`src/rtl/core/epsm_pkg.sv`:
```
// Package for the encoder period speed meter.
// Holds field widths, reset values, register indexes and the state and status codes.
// No dependencies.
package epsm_pkg;

    localparam int unsigned TIME_W     = 32;
    localparam int unsigned NUM_W      = 40;
    localparam int unsigned GLITCH_W   = 16;
    localparam int unsigned CFG_DATA_W = 40;
    localparam int unsigned DIV_CNT_W  = 6;

    localparam logic [GLITCH_W-1:0]  GLITCH_RESET = 16'd1000;
    localparam logic [NUM_W-1:0]     NUM_RESET    = 40'd5147185403;
    localparam logic [TIME_W-1:0]    SPEED_MAX    = '1;
    localparam logic [DIV_CNT_W-1:0] DIV_LAST     = DIV_CNT_W'(NUM_W - 1);

    typedef enum logic [0:0] {
        CFG_GLITCH_MIN = 1'b0,
        CFG_SPEED_NUM  = 1'b1
    } t_cfg_index;

    typedef enum logic [1:0] {
        EDGE_NONE      = 2'd0,
        EDGE_ACCEPTED  = 2'd1,
        EDGE_GLITCH    = 2'd2,
        EDGE_DUPLICATE = 2'd3
    } t_edge_status;

    typedef enum logic [1:0] {
        ST_IDLE,
        ST_DIVIDE,
        ST_FINISH
    } t_state;

endpackage

```
`src/rtl/core/encoder_period_speed_meter.sv`:
```
// Encoder period speed meter: glitch filter, two-interval period, serial speed divider.
// Depends on epsm_pkg for widths, reset values and codes.
//
// Usage: each input item carries an optional encoder edge (time, direction) and the
// current time; every item yields exactly one result item (speed, spoke count, status).
// Input and output channels use valid/ready; config is a plain write port (index 0:
// glitch threshold, index 1: speed numerator), which the user must write only while
// the block is idle; the block itself does not enforce this. An accepted edge runs a
// restoring divider, one quotient bit per cycle over the 40-bit numerator, and the
// finish state then moves its result to the output register. Items with no edge, a
// duplicate or a glitch skip the divider and go straight to the finish state.
// The block takes one item at a time; input ready is high only in the idle state.
// A result waits in the output register until taken; the next item is accepted
// meanwhile, and its result is held back until the output register frees up.
// Reset (synchronous, active low) clears edge history, speed and spoke count and
// restores the register defaults; the block is ready in the cycle after reset.
module encoder_period_speed_meter
    import epsm_pkg::*;
(
    input  logic                    i_clk,
    input  logic                    i_rst_n,
    input  logic                    i_cfg_we,
    input  logic [0:0]              i_cfg_index,
    input  logic [CFG_DATA_W-1:0]   i_cfg_data,
    input  logic                    i_in_valid,
    output logic                    o_in_ready,
    input  logic                    i_edge_valid,
    input  logic [TIME_W-1:0]       i_edge_time,
    input  logic signed [1:0]       i_direction,
    input  logic [TIME_W-1:0]       i_now_time,
    output logic                    o_out_valid,
    input  logic                    i_out_ready,
    output logic [TIME_W-1:0]       o_speed_q16,
    output logic signed [TIME_W-1:0] o_spoke_count,
    output logic [1:0]              o_edge_status
);

    t_state                  r_state, n_state;
    logic [GLITCH_W-1:0]     r_glitch, n_glitch;
    logic [NUM_W-1:0]        r_speed_num, n_speed_num;
    logic [TIME_W-1:0]       r_older, n_older;
    logic [TIME_W-1:0]       r_newest, n_newest;
    logic [TIME_W-1:0]       r_delta, n_delta;
    logic [TIME_W-1:0]       r_held, n_held;
    logic [TIME_W-1:0]       r_spoke, n_spoke;
    logic [TIME_W-1:0]       r_now, n_now;
    t_edge_status            r_status, n_status;
    logic [NUM_W-1:0]        r_dq, n_dq;
    logic [TIME_W-1:0]       r_rem, n_rem;
    logic [DIV_CNT_W-1:0]    r_cnt, n_cnt;
    logic                    r_out_valid, n_out_valid;
    logic [TIME_W-1:0]       r_out_speed, n_out_speed;
    logic [TIME_W-1:0]       r_out_spoke, n_out_spoke;
    t_edge_status            r_out_status, n_out_status;

    logic [TIME_W-1:0]       w_gap;
    logic [TIME_W:0]         w_trial;
    logic [TIME_W:0]         w_diff;
    logic                    w_fits;
    logic [TIME_W-1:0]       w_since;
    logic                    w_stale;
    logic                    w_out_free;

    assign w_gap      = i_edge_time - r_newest;
    assign w_trial    = {r_rem, r_dq[NUM_W-1]};
    assign w_diff     = w_trial - {1'b0, r_delta};
    assign w_fits     = (w_trial >= {1'b0, r_delta});
    assign w_since    = r_now - r_newest;
    assign w_stale    = ({1'b0, w_since} > {r_delta, 1'b0});
    assign w_out_free = !r_out_valid || i_out_ready;

    always_comb begin
        n_state      = r_state;
        n_glitch     = r_glitch;
        n_speed_num  = r_speed_num;
        n_older      = r_older;
        n_newest     = r_newest;
        n_delta      = r_delta;
        n_held       = r_held;
        n_spoke      = r_spoke;
        n_now        = r_now;
        n_status     = r_status;
        n_dq         = r_dq;
        n_rem        = r_rem;
        n_cnt        = r_cnt;
        n_out_valid  = r_out_valid;
        n_out_speed  = r_out_speed;
        n_out_spoke  = r_out_spoke;
        n_out_status = r_out_status;
        o_in_ready   = (r_state == ST_IDLE);

        if (i_cfg_we) begin
            unique case (t_cfg_index'(i_cfg_index))
                CFG_GLITCH_MIN: n_glitch    = i_cfg_data[GLITCH_W-1:0];
                CFG_SPEED_NUM:  n_speed_num = i_cfg_data[NUM_W-1:0];
                default:        n_glitch    = r_glitch;
            endcase
        end

        if (r_out_valid && i_out_ready) begin
            n_out_valid = 1'b0;
        end

        unique case (r_state)
            ST_IDLE: begin
                if (i_in_valid) begin
                    n_now   = i_now_time;
                    n_state = ST_FINISH;
                    priority if (!i_edge_valid) begin
                        n_status = EDGE_NONE;
                    end else if (i_edge_time == r_newest) begin
                        n_status = EDGE_DUPLICATE;
                    end else if (w_gap < {{(TIME_W-GLITCH_W){1'b0}}, r_glitch}) begin
                        n_status = EDGE_GLITCH;
                    end else begin
                        n_status = EDGE_ACCEPTED;
                        n_delta  = i_edge_time - r_older;
                        n_older  = r_newest;
                        n_newest = i_edge_time;
                        n_spoke  = r_spoke + {{(TIME_W-2){i_direction[1]}}, i_direction};
                        n_dq     = r_speed_num;
                        n_rem    = '0;
                        n_cnt    = '0;
                        n_state  = ST_DIVIDE;
                    end
                end
            end
            ST_DIVIDE: begin
                n_rem = w_fits ? w_diff[TIME_W-1:0] : w_trial[TIME_W-1:0];
                n_dq  = {r_dq[NUM_W-2:0], w_fits};
                n_cnt = r_cnt + DIV_CNT_W'(1);
                if (r_cnt == DIV_LAST) begin
                    n_held  = (|n_dq[NUM_W-1:TIME_W]) ? SPEED_MAX : n_dq[TIME_W-1:0];
                    n_state = ST_FINISH;
                end
            end
            ST_FINISH: begin
                if (w_out_free) begin
                    n_out_valid  = 1'b1;
                    n_out_speed  = w_stale ? '0 : r_held;
                    n_out_spoke  = r_spoke;
                    n_out_status = r_status;
                    n_state      = ST_IDLE;
                end
            end
            default: n_state = ST_IDLE;
        endcase
    end

    always_ff @(posedge i_clk) begin
        if (!i_rst_n) begin
            r_state     <= ST_IDLE;
            r_glitch    <= GLITCH_RESET;
            r_speed_num <= NUM_RESET;
            r_older     <= '0;
            r_newest    <= '0;
            r_delta     <= '0;
            r_held      <= '0;
            r_spoke     <= '0;
            r_out_valid <= 1'b0;
        end else begin
            r_state     <= n_state;
            r_glitch    <= n_glitch;
            r_speed_num <= n_speed_num;
            r_older     <= n_older;
            r_newest    <= n_newest;
            r_delta     <= n_delta;
            r_held      <= n_held;
            r_spoke     <= n_spoke;
            r_out_valid <= n_out_valid;
        end
    end

    always_ff @(posedge i_clk) begin
        r_now        <= n_now;
        r_status     <= n_status;
        r_dq         <= n_dq;
        r_rem        <= n_rem;
        r_cnt        <= n_cnt;
        r_out_speed  <= n_out_speed;
        r_out_spoke  <= n_out_spoke;
        r_out_status <= n_out_status;
    end

    assign o_out_valid   = r_out_valid;
    assign o_speed_q16   = r_out_speed;
    assign o_spoke_count = r_out_spoke;
    assign o_edge_status = r_out_status;

endmodule

```
`config.mk`:
```
export PLATFORM = sky130hd
export DESIGN_NAME = encoder_period_speed_meter
export DESIGN_NICKNAME = d
export VERILOG_FILES = /design/src/rtl/core/epsm_pkg.sv /design/src/rtl/core/encoder_period_speed_meter.sv
export SDC_FILE = /design/constraint.sdc
export NUM_CORES = 1
export LEC_CHECK = 0
export BUFFER_PORTS_ARGS = -buffer_cell sky130_fd_sc_hd__buf_2
export CORE_MARGIN = 8
export CORE_UTILIZATION = 55
export DETAILED_ROUTE_END_ITERATION = 10
export PLACE_DENSITY_LB_ADDON = 0.2
export SLEW_MARGIN = 20
export SYNTH_ARGS = -nofsm -noshare
export SYNTH_HDL_FRONTEND = slang
export SYNTH_SLANG_ARGS = --single-unit
```
`constraint.sdc`:
```
create_clock -name i_clk -period 8.4 [get_ports i_clk]
set_clock_uncertainty 0.05 [all_clocks]
set_input_delay 0.84 -clock i_clk [delete_from_list [all_inputs] [get_ports i_clk]]
set_output_delay 0.84 -clock i_clk [all_outputs]
set_load 0.05 [all_outputs]
```
* After elaboration in Yosys (flattened, before gate mapping)
Cells that the tools add are included.
** Storage, ports and cells
- Bits in registers :: 397
- Output and inout port bits :: 68
- Logic and storage cells :: 81
** Cells by class
- Mux-type cells :: 28
- Reductions and logical operators :: 14
- $add $sub $neg :: 6
- Bitwise gates (word level) :: 3
- $lt $le $gt $ge :: 3
- Equal/unequal tests :: 10
** Operator list (count)
- 32-bit 2-to-1 mux :: 6
- 40-bit 2-to-1 mux :: 4
- 32-bit subtractor :: 4
- 40-bit one-hot mux with 2 select lines :: 1
- 32-bit one-hot mux with 2 select lines :: 1
- 33-bit by 32-bit >= comparator with 1-bit output :: 1
- 32-bit by 33-bit > comparator with 1-bit output :: 1
- 32-bit adder :: 1
- 32-bit equality test :: 1
- 32-bit by 16-bit < comparator with 1-bit output :: 1
- 6-bit 2-to-1 mux :: 4
- 2-bit 2-to-1 mux :: 7
- 6-bit one-hot mux with 2 select lines :: 1
- 2-bit != test, second input constant :: 5
- 2-bit AND reduction :: 5
- 5-bit AND reduction :: 2
- 8-bit OR reduction :: 1
- 6-bit by 1-bit adder with 6-bit output, second input constant :: 1
- 6-bit equality test, second input constant :: 1
- 2-bit one-hot mux with 3 select lines :: 1
- 1-bit 2-to-1 mux :: 3
- 1-bit inverter :: 3
- 3-bit AND reduction :: 1
- 2-bit by 1-bit equality test with 1-bit output, second input constant :: 1
- other kinds (7) :: 7

* Depth between registers and ports, before layout
Gate-level depths: netlist (run 1).
- Depth in word-level cells :: 7
- Mapped depth :: 28

* Worst setup path before layout (run 1)
OpenSTA, ideal clock, no wires.
- Kind :: input-to-reg
- Start :: input port i_edge_time[8]
- End :: register r_cnt[0], enable pin
- Stages :: 22
- Required time :: 7.835 ns
- Setup slack :: 0.216 ns
- Arrival :: 7.618 ns
- Cell sequence :: ha_1 a21o_1 a211o_1 o22a_1 o31a_1 a21o_1 a21o_1 a21oi_1 o21bai_1 xor2_1 ha_1 nand4_1 a211oi_1 or4_1 a21o_1 nor4_1 nand3_1 o311a_1 buf_2 buf_2 a21oi_1 nor2_1
** Between the ends
- Word-level cells in the longest chain between the ends :: 4
- Elaborated cells on any way between the ends :: 6
- Classes of those cells :: 1 x add/sub; 1 x order compare; 3 x eq/ne; 1 x reduce/logical
** Ends and longest elaborated chain
- from (decl) :: RTL line encoder_period_speed_meter.sv:28 : input logic [TIME_W-1:0] i_edge_time,
- 32-bit subtractor :: RTL line encoder_period_speed_meter.sv:64 : assign w_gap = i_edge_time - r_newest;
- 32-bit by 16-bit < comparator with 1-bit output :: RTL line encoder_period_speed_meter.sv:113 : end else if (w_gap < {{(TIME_W-GLITCH_W){1'b0}}, r_glitch}) begin
- 2-bit != test (no source line)
- 5-bit AND reduction (no source line) (*)
- to (signal assigned) :: RTL line encoder_period_speed_meter.sv:179 : r_cnt <= n_cnt;
- to (decl) :: RTL line encoder_period_speed_meter.sv:50 : logic [DIV_CNT_W-1:0] r_cnt, n_cnt;
Mark *: on every way between the ends. The rest lies on a longest branch, timed or not.
A chain may end at the register's enable or synchronous reset.

* Worst setup path in the final report (run 1)
- Start :: register r_newest[1]
- End :: register r_rem[24], enable pin
** Between the ends
- Word-level cells in the longest chain between the ends :: 4
- Elaborated cells on any way between the ends :: 6
- Classes of those cells :: 1 x add/sub; 1 x order compare; 3 x eq/ne; 1 x reduce/logical
** Ends and longest elaborated chain
- from (decl) :: RTL line encoder_period_speed_meter.sv:42 : logic [TIME_W-1:0] r_newest, n_newest;
- from (signal assigned) :: RTL line encoder_period_speed_meter.sv:166 : r_newest <= n_newest;
- 32-bit subtractor :: RTL line encoder_period_speed_meter.sv:64
- 32-bit by 16-bit < comparator with 1-bit output :: RTL line encoder_period_speed_meter.sv:113
- 2-bit != test (no source line)
- 5-bit AND reduction (no source line) (*)
- to (signal assigned) :: RTL line encoder_period_speed_meter.sv:178 : r_rem <= n_rem;
- to (decl) :: RTL line encoder_period_speed_meter.sv:49 : logic [TIME_W-1:0] r_rem, n_rem;
Marks and branches as above.

==> results_dict.tcl, run 1 <==
set metrics [dict create \
    status "finished, final reports clean" \
    ys_seq_elements 397 \
    synth_largest_area_cell "edfxtp_1" \
    synth.avg_cell_area_um2 8.96 \
    cts_setup_buffers 0 \
    clk_latency_ns 0.59 \
    reg2reg_depth 22 \
    core-area_um2 42800 \
    cts_inserted_buffers 43 \
    cts_root_buffer "clkbuf_16" \
    yosysMostFrequentCell "a21oi_1" \
    worstPathArrival_ns 6.60 \
    ctsHoldBuffers 0 \
    reg_top3 "r_dq (40), r_speed_num (40)" \
    synth_common_cells "a21oi_1 (305), nand2_1 (292), dfxtp_1 (219)" \
    track_usage_pct 24.6 \
    max_freq_ghz 0.155 \
    drt_wl_total_mm 63.1 \
    initial_core_util_pct 55.3 \
    hpwl_mm 46.6 \
    grt_pass1_vias 18900 \
    combPwrFrac_pct 24.8 \
    final_antenna_net_count 0 \
    internal_power_mw 3.80 \
    cts_max_level 2 \
    grt-ovfl-total 0 \
    fin_ws_ns 1.93 \
    power.leakage_nw 10.5 \
    die_h_um 223 \
    p_per_area_nw_per_um2 209 \
    slew_headroom_pct 26.8 \
    row_count 76 \
    drive_gt1_share_pct 11.9 \
    p_sw_share_pct 31.2 \
    seq_area_frac_synth_pct 41.1 \
    die_area_um2 49900 \
    min_from "r_status[0]" \
    syn_inst 2642 \
    ir_drop_v 0.000158 \
    worstHoldPathType "flop to flop" \
    finalSetupTns_ns 0 \
    r2r_slack_ns 1.93 \
    fin_nets 3087 \
    crit_path_end_kind "flop" \
    p_switching_mw 1.72 \
    fin_cells 3345 \
    cts.sinks 397 \
    hold_end "o_edge_status[0]" \
    drt-vias-per-instance 5.97 \
    required_ns 8.53 \
    synthArstFlopShare_pct 0 \
    dr_total_vias 20000 \
    rsz0062_at_grt "no" \
    critPathKind "flop to flop" \
    tritoncts "yes" \
    synthDominantCellAreaShare_pct 22.6 \
    drt-initial-drc-count 1264 \
    ys_warn_count 0 \
    ioPinCount 181 \
    grt_pass1_wl_mm 100 \
    io_buffers 180 \
    crit_fanout 78 \
    synth.area.top_cells "edfxtp_1 (23%), dfxtp_1 (19%), ha_1 (11%), a21oi_1 (6.5%), nand2_1 (4.6%)" \
    antenna_found_initial 2 \
    clkTransAtPathRegs_ns 0.06 \
    dr.pass1.iters 5 \
    post-place-cells 3267 \
    drc 0 \
    slew_violations 0 \
    clockBufferDepth 3 \
    synthesis.area_um2 23700 \
    fin_crit_ns 6.47 \
    placed_area_um2 25000 \
    die_w_um 223 \
    grt_max_degree 100 \
    place_ws_ns 1.60 \
    synth_fp_nets 2963 \
    hold_viol 0 \
    diodes 0 \
    cp-start-kind "flop" \
    drv_cap 0 \
    seq_power_share_pct 40.2 \
    gp_congestion 0.928 \
    p_clk_share_pct 35.0 \
    ctsResizeCount 0 \
    synth_edf_count 178 \
    whs_path_depth 0 \
    wl_per_cell_um 18.9 \
    setup_violations 0 \
    fin_crit_sh_pct 77.0 \
    worstReg2RegEnd "r_rem[24]" \
    reg2reg_from "r_newest[1]" \
    power_mw 5.53 \
    tightest_slew_ns 1.10 \
    finalInstanceArea_um2 26400 \
    ys_types 78 \
    synthFlopType "dfxtp_1" \
    area_growth_pct 11.6 \
]
cells in the final DEF, fill, tap and decap left out, types with 28 or more instances in the layout:
cell,n
dfxtp_1,219
nand3_1,156
nor3_1,28
o21a_1,39
nand2b_1,28
buf_2,180
and2_1,40
xnor2_1,85
a21oi_1,305
nor2_1,134
xor2_1,33
nor2b_1,30
o21ai_0,183
a21o_1,84
edfxtp_1,178
ha_1,203
o221a_2,32
inv_1,146
nand2_1,291
clkbuf_16,45
how the worst max path moves through the flow:
stage	end	from	slack (ns)	cells past startpoint
final	r_rem[24]	r_newest[1]	1.93	22
after global routing	r_rem[24]	r_newest[1]	1.48	23
after CTS	r_cnt[5]	r_newest[1]	2.00	22
after detailed placement	r_rem[27]	i_edge_time[1]	1.60	22
after global placement	r_rem[27]	i_edge_time[1]	1.64	22
after floorplan	r_cnt[0]	i_edge_time[8]	0.22	22
cells by family (layout without fill, tap and decap cells):
family	count (synthesis)	count (layout)	share of synthesized area, %
AOI/OAI and AO/OA	816	816	21.8
xor gates and xnor gates	118	118	4.37
adders and majority gates	208	208	11.2
buffers and inverters	267	424	4.43
DFF	397	397	41.1
muxes	11	11	0.471
and+or+nand+nor	825	825	16.6
critical path, stage by stage (launching register included):
cell,delay (ns)
dfxtp_1,0.39
inv_1,0.15
ha_1,0.31
nor2b_1,0.15
o31ai_1,0.33
a21oi_1,0.22
o31a_1,0.35
a21o_1,0.20
a21o_1,0.19
xor2_1,0.15
ha_1,0.30
a21o_1,0.17
a21o_1,0.17
a221oi_1,0.28
o2111ai_1,0.15
or4_1,0.48
a21o_1,0.18
nor4_1,0.16
nand3_1,0.19
o311a_4,0.59
a21oi_1,0.34
nor2_4,0.04
buf_4,0.38
metrics by stage:
stage | hold slack [ns] | utilization, %
after global placement | 0.355 | 58.3
after floorplan | 0.350 | -
after CTS | 0.352 | 61.7
final | 0.373 | 61.7
after detailed placement | 0.360 | 58.3
after global routing | 0.362 | 61.7
power by group through the flow:
stage          sequential, mW  clock, mW  combinational, mW
5_1_grt                  2.23       2.04               1.53
4_1_cts                  2.22       1.97               1.36
2_1_floorplan            2.30          0              0.974
6_report                 2.22       1.94               1.37
3_3_place_gp             2.26          0               1.32
3_5_place_dp             2.26          0               1.35
layer usage:
| layer | track usage (%) | share of wire (%) |
|---|---|---|
| met5 | 0 | 0.019 |
| met4 | 11.4 | 4.5 |
| met3 | 3.61 | 5.3 |
| met2 | 41.2 | 47 |
| met1 | 31.1 | 44 |
final cells by class:
cell class / count / area [um^2]
fillers: 3749 / 16400
multi-input cells: 1978 / 12900
flip-flops and latches: 397 / 9730
clock buffers: 62 / 1210
repair buffers: 198 / 1040
well taps: 546 / 683
inverters: 148 / 561
clock inverters: 16 / 230
(Power assumes the default switching activity.)
==> run 2: changes to the inputs <==
==> constraint.sdc (replaced) <==
create_clock -name i_clk -period 6.73 [get_ports i_clk]
set_clock_uncertainty 0.05 [all_clocks]
set_input_delay 0.673 -clock i_clk [delete_from_list [all_inputs] [get_ports i_clk]]
set_output_delay 0.673 -clock i_clk [all_outputs]
set_load 0.05 [all_outputs]
==> run 2 against run 1 <==
Setup slack worse by 1.4 ns. Design area is 0.14% higher. Largest power group unchanged. Die area stayed put. Power is 24% higher.
==> results_dict.tcl, run 2 (same netlist as run 1, synthesis figures left out) <==
set metrics [dict create \
    core-area_um2 42800 \
    seq_power_share_pct 40.3 \
    p_per_area_nw_per_um2 260 \
    clk_latency_ns 0.60 \
    worst_hold_slack_ns 0.202 \
    grt_pass1_wl_mm 102 \
    status "finished, final reports clean" \
    ir_drop_v 0.000241 \
    die_w_um 223 \
    internal_power_mw 4.69 \
    grt_max_degree 121 \
    max_freq_ghz 0.160 \
    routed-wl-met2_mm 30.0 \
    finalInstanceArea_um2 26400 \
    p_switching_mw 2.19 \
    dr_total_vias 19900 \
    highest_layer "met4" \
    drive_gt1_share_pct 12.1 \
    grt_pass1_vias 19000 \
    drv_cap 0 \
    drc 0 \
    fin_crit_sh_pct 92.7 \
    power.leakage_nw 10.5 \
    tightest_slew_ns 1.14 \
    ctsHoldBuffers 0 \
    tritoncts "yes" \
    crit_top_cell "a21o_1" \
    cp-start-kind "flop" \
    wl_met3_mm 3.73 \
    required_ns 6.99 \
    max_stage_delay_ns 0.48 \
    crit_path_end_kind "flop" \
    io_buffers 180 \
    dr.pass1.iters 6 \
    worstPathArrival_ns 6.50 \
    crit_fanout 49 \
    fin_crit_ns 6.24 \
    setup_violations 0 \
    track_usage_pct 25.0 \
    cts_inserted_buffers 43 \
    final_cell_mix "a21oi_1 (305), nand2_1 (291), dfxtp_1 (219), ha_1 (203), o21ai_0 (183)" \
    power_mw 6.87 \
    grt-ovfl-total 0 \
    worstHoldPathType "input pin to flop" \
    critPathSlowestCell "or4_1" \
    p_clk_share_pct 34.5 \
    finalSetupTns_ns 0 \
    rsz0062_at_grt "no" \
    drt-initial-drc-count 1458 \
    fin_nets 3089 \
    clkTransAtPathRegs_ns 0.06 \
    final_antenna_net_count 0 \
    layout_commonest_cell "a21oi_1" \
    area_growth_pct 11.7 \
    critPathKind "flop to flop" \
    cp_cell_sequence "inv_1 -> ha_1 -> nor2b_1 -> o31ai_1 -> a21oi_1 -> o31a_1 -> a21o_1 -> a21o_1 -> xor2_1 -> ha_1 -> a21o_1 -> a21o_1 -> a221oi_1 -> o2111ai_1 -> or4_1 -> a21o_1 -> nor4_1 -> nand3_1 -> o311a_4 -> a21oi_1 -> nor2_4 -> buf_12" \
    gp_congestion 0.944 \
    slew_violations 0 \
    ctsResizeCount 0 \
    cp.buffers_inverters 2 \
    drt-met1-wl_mm 27.3 \
    cts_setup_buffers 0 \
    slew_headroom_pct 24.2 \
    die_area_um2 49900 \
    ioPinCount 181 \
    reg_top3 "r_dq (40), r_speed_num (40)" \
    combPwrFrac_pct 25.1 \
    row_count 76 \
    hpwl_mm 47.1 \
    drt-vias-per-instance 5.95 \
    clockBufferDepth 3 \
    cts_root_buffer "clkbuf_16" \
    hold_viol 0 \
    cts.sinks 397 \
    drt_wl_total_mm 63.8 \
    initial_core_util_pct 55.3 \
    cpLargestDelayFamily "compound AO/OA/AOI/OAI gates" \
    die_h_um 223 \
    wl_per_cell_um 19.0 \
    p_sw_share_pct 31.8 \
    cts_max_level 2 \
    antenna_found_initial 1 \
    placed_area_um2 25000 \
]
run 2: metal layers:
layer	vias to the layer above	track usage, %
li1	9845	-
met1	9336	31.9
met2	604	41.7
met3	141	3.48
met4	0	11.2
met5	-	0
run 2: final cells by class:
cell class              instances  area (um^2)
diodes                          2         5.00
clock inverters                18          216
clock buffers                  62         1210
inverters                     148          561
flip-flops and latches        397         9730
repair buffers                200         1090
multi-input cells            1978        12900
well taps                     546          683
fillers                      3681        16400
run 2: metrics by stage:
step	worst slack (ns)	utilization [%]	instances
final	0.489	61.8	3351
after global routing	0.197	61.8	3350
after CTS	0.623	61.8	3349
after detailed placement	0.379	58.4	3269
after global placement	0.445	58.4	3269
after floorplan	0.0344	-	2642
run 2: power groups by stage:
stage               registers, mW  logic (mW)  clock network [mW]
floorplan                    2.87        1.22                   0
global placement             2.82        1.66                   0
detailed placement           2.82        1.70                   0
CTS                          2.77        1.72                2.42
global route                 2.79        1.92                2.53
finish                       2.77        1.73                2.38
run 2: final timing paths:
kind | start | endpoint | slack [ns] | depth (start not counted)
max reg2reg | r_newest[1] | r_rem[8] | 0.49 | 22
max | r_newest[1] | r_rem[8] | 0.49 | 22
min | i_now_time[11] | r_now[11] | 0.20 | 1
min reg2reg | r_status[1] | o_edge_status[1] | 0.40 | 0
==> run 3: changes to the inputs <==
==> constraint.sdc (replaced) <==
create_clock -name i_clk -period 6.51 [get_ports i_clk]
set_clock_uncertainty 0.05 [all_clocks]
set_input_delay 0.651 -clock i_clk [delete_from_list [all_inputs] [get_ports i_clk]]
set_output_delay 0.651 -clock i_clk [all_outputs]
set_load 0.05 [all_outputs]
==> run 3 against run 2 <==
Utilization rose by 0.079 points. Count of clock-buffer cells in the layout fell by 1. Register-to-register slack got worse by 0.16 ns. Design area rose by 0.13%. Largest power group unchanged. Maximum frequency rose by 1.0%. Critical path type unchanged. Critical path depth did not move. Combinational power rose by 3%. Power rose by 3.8%. Die area did not move. Clock power rose by 4%. Sequential cell count did not move.
==> results_dict.tcl, run 3 (same netlist as run 1, synthesis figures left out) <==
set metrics [dict create \
    status "finished, final reports clean" \
    setup_violations 0 \
    area_growth_pct 11.9 \
    clkTransAtPathRegs_ns 0.06 \
    io_buffers 180 \
    clk_latency_ns 0.59 \
    rsz0062_at_grt "no" \
    tightest_slew_ns 1.02 \
    dr.pass1.iters 5 \
    hold_viol 0 \
    clockBufferDepth 3 \
    required_ns 6.80 \
    gp_congestion 0.951 \
    slew_headroom_pct 31.8 \
    cp.buffers_inverters 2 \
    cp-start-kind "flop" \
    drv_cap 0 \
    critPathSlowestCell "or4_1" \
    wl_per_cell_um 19.3 \
    finalSetupTns_ns 0 \
    cp_cell_sequence "inv_1 -> ha_1 -> nor2b_1 -> o31ai_1 -> a21oi_1 -> o31a_1 -> a21o_1 -> a21o_1 -> xor2_1 -> ha_1 -> a21o_1 -> a21o_1 -> a221oi_1 -> o2111ai_1 -> or4_1 -> a21o_1 -> nor4_1 -> nand3_1 -> o311a_4 -> a21oi_1 -> nor2_4 -> buf_12" \
    track_usage_pct 25.3 \
    worstReg2RegEnd "r_dq[6]" \
    final_cell_mix "a21oi_1 (305), nand2_1 (291), dfxtp_1 (219), ha_1 (203), o21ai_0 (183)" \
    fin_util_pct 61.9 \
    grt_pass1_vias 19200 \
    cts_setup_buffers 0 \
    drive_gt1_share_pct 12.2 \
    core-area_um2 42800 \
    cts_inserted_buffers 43 \
    row_count 76 \
    drt_wl_total_mm 64.6 \
    ir_drop_v 0.000228 \
    initial_core_util_pct 55.3 \
    grt_max_degree 125 \
    drt-vias-per-instance 5.98 \
    final_antenna_net_count 0 \
    place_ws_ns 0.213 \
    fin_crit_ns 6.18 \
    cp-startpoint "r_newest[1]" \
    max_freq_ghz 0.162 \
    die_w_um 223 \
    drt-initial-drc-count 1535 \
    reg2reg_depth 22 \
    cts.sinks 397 \
    reg2reg_from "r_newest[1]" \
    r2r_slack_ns 0.33 \
    worst_hold_slack_ns 0.177 \
    fin_crit_sh_pct 94.9 \
    dr_total_vias 20000 \
    worstHoldPathType "input pin to flop" \
    antenna_found_initial 0 \
    post-place-cells 3270 \
    drc 0 \
    cpLargestDelayFamily "compound AO/OA/AOI/OAI gates" \
    cts_max_level 2 \
    die_h_um 223 \
    max_stage_delay_ns 0.49 \
    slew_violations 0 \
    die_area_um2 49900 \
    grt_pass1_wl_mm 103 \
    crit_top_cell "a21o_1" \
    ctsHoldBuffers 0 \
    reg_top3 "r_dq (40), r_speed_num (40)" \
    power.leakage_nw 10.5 \
    critPathKind "flop to flop" \
    crit_fanout 29 \
    fin_ws_ns 0.332 \
    tritoncts "yes" \
    cts_root_buffer "clkbuf_16" \
    crit_path_end "r_dq[6]" \
    ctsResizeCount 0 \
    diodes 0 \
    ioPinCount 181 \
    layout_commonest_cell "a21oi_1" \
    p_per_area_nw_per_um2 270 \
    crit_path_end_kind "flop" \
    crit_cells 22 \
    worstPathArrival_ns 6.47 \
    fin_nets 3090 \
    grt-ovfl-total 0 \
    fin_cells 3350 \
    hpwl_mm 47.2 \
]
run 3: worst min path at each step:
stage               slack, ns          endpoint  cells past startpoint            from
global route             0.16         r_now[27]                      1  i_now_time[27]
finish                   0.18         r_now[31]                      1  i_now_time[31]
global placement         0.35  o_edge_status[1]                      0     r_status[1]
CTS                      0.15         r_now[28]                      1  i_now_time[28]
detailed placement       0.36  o_edge_status[1]                      0     r_status[1]
floorplan                0.35  o_edge_status[0]                      0     r_status[0]
run 3: power breakdown:
group | internal [mW] | total, mW | switching, mW | leakage (nW)
logic | 0.674 | 1.79 | 1.12 | 6.32
registers | 2.78 | 2.87 | 0.0836 | 3.49
clock network | 1.41 | 2.48 | 1.06 | 0.706
total | 4.87 | 7.14 | 2.26 | 10.5
run 3: per-layer routing:
metal / global-route usage (%) / vias up / wire length (um)
met4: 11.1 / 0 / 2710
met1: 32.4 / 9469 / 28300
met3: 3.28 / 144 / 3110
li1: - / 9855 / -
met5: 0 / - / 0
met2: 42.4 / 566 / 30500
run 3: worst register-to-register path, cell delays in order, from the launching register on:
cell and delay (ns):
dfxtp_1 0.41, inv_1 0.16, ha_1 0.31, nor2b_1 0.15, o31ai_1 0.38, a21oi_1 0.24
o31a_1 0.37, a21o_1 0.20, a21o_1 0.19, xor2_1 0.14, ha_1 0.30, a21o_1 0.16
a21o_1 0.17, a221oi_1 0.34, o2111ai_1 0.15, or4_1 0.49, a21o_1 0.19, nor4_1 0.19
nand3_1 0.20, o311a_4 0.39, a21oi_1 0.27, nor2_4 0.22, buf_12 0.25
run 3: area by class of cell:
class / instances / area [um^2]
Multi-Input combinational cell: 1978 / 12900
Inverter: 148 / 561
Sequential cell: 397 / 9730
Clock buffer: 61 / 1220
Fill cell: 3717 / 16300
Timing Repair Buffer: 201 / 1110
Tap cell: 546 / 683
Clock inverter: 19 / 219
run 3: per-stage QoR:
stage / power [mW] / instance area (um^2)
after floorplan: 4.22 / 23700
after global placement: 4.64 / 25000
after detailed placement: 4.69 / 25000
after CTS: 7.18 / 26500
after global routing: 7.50 / 26500
final: 7.14 / 26500
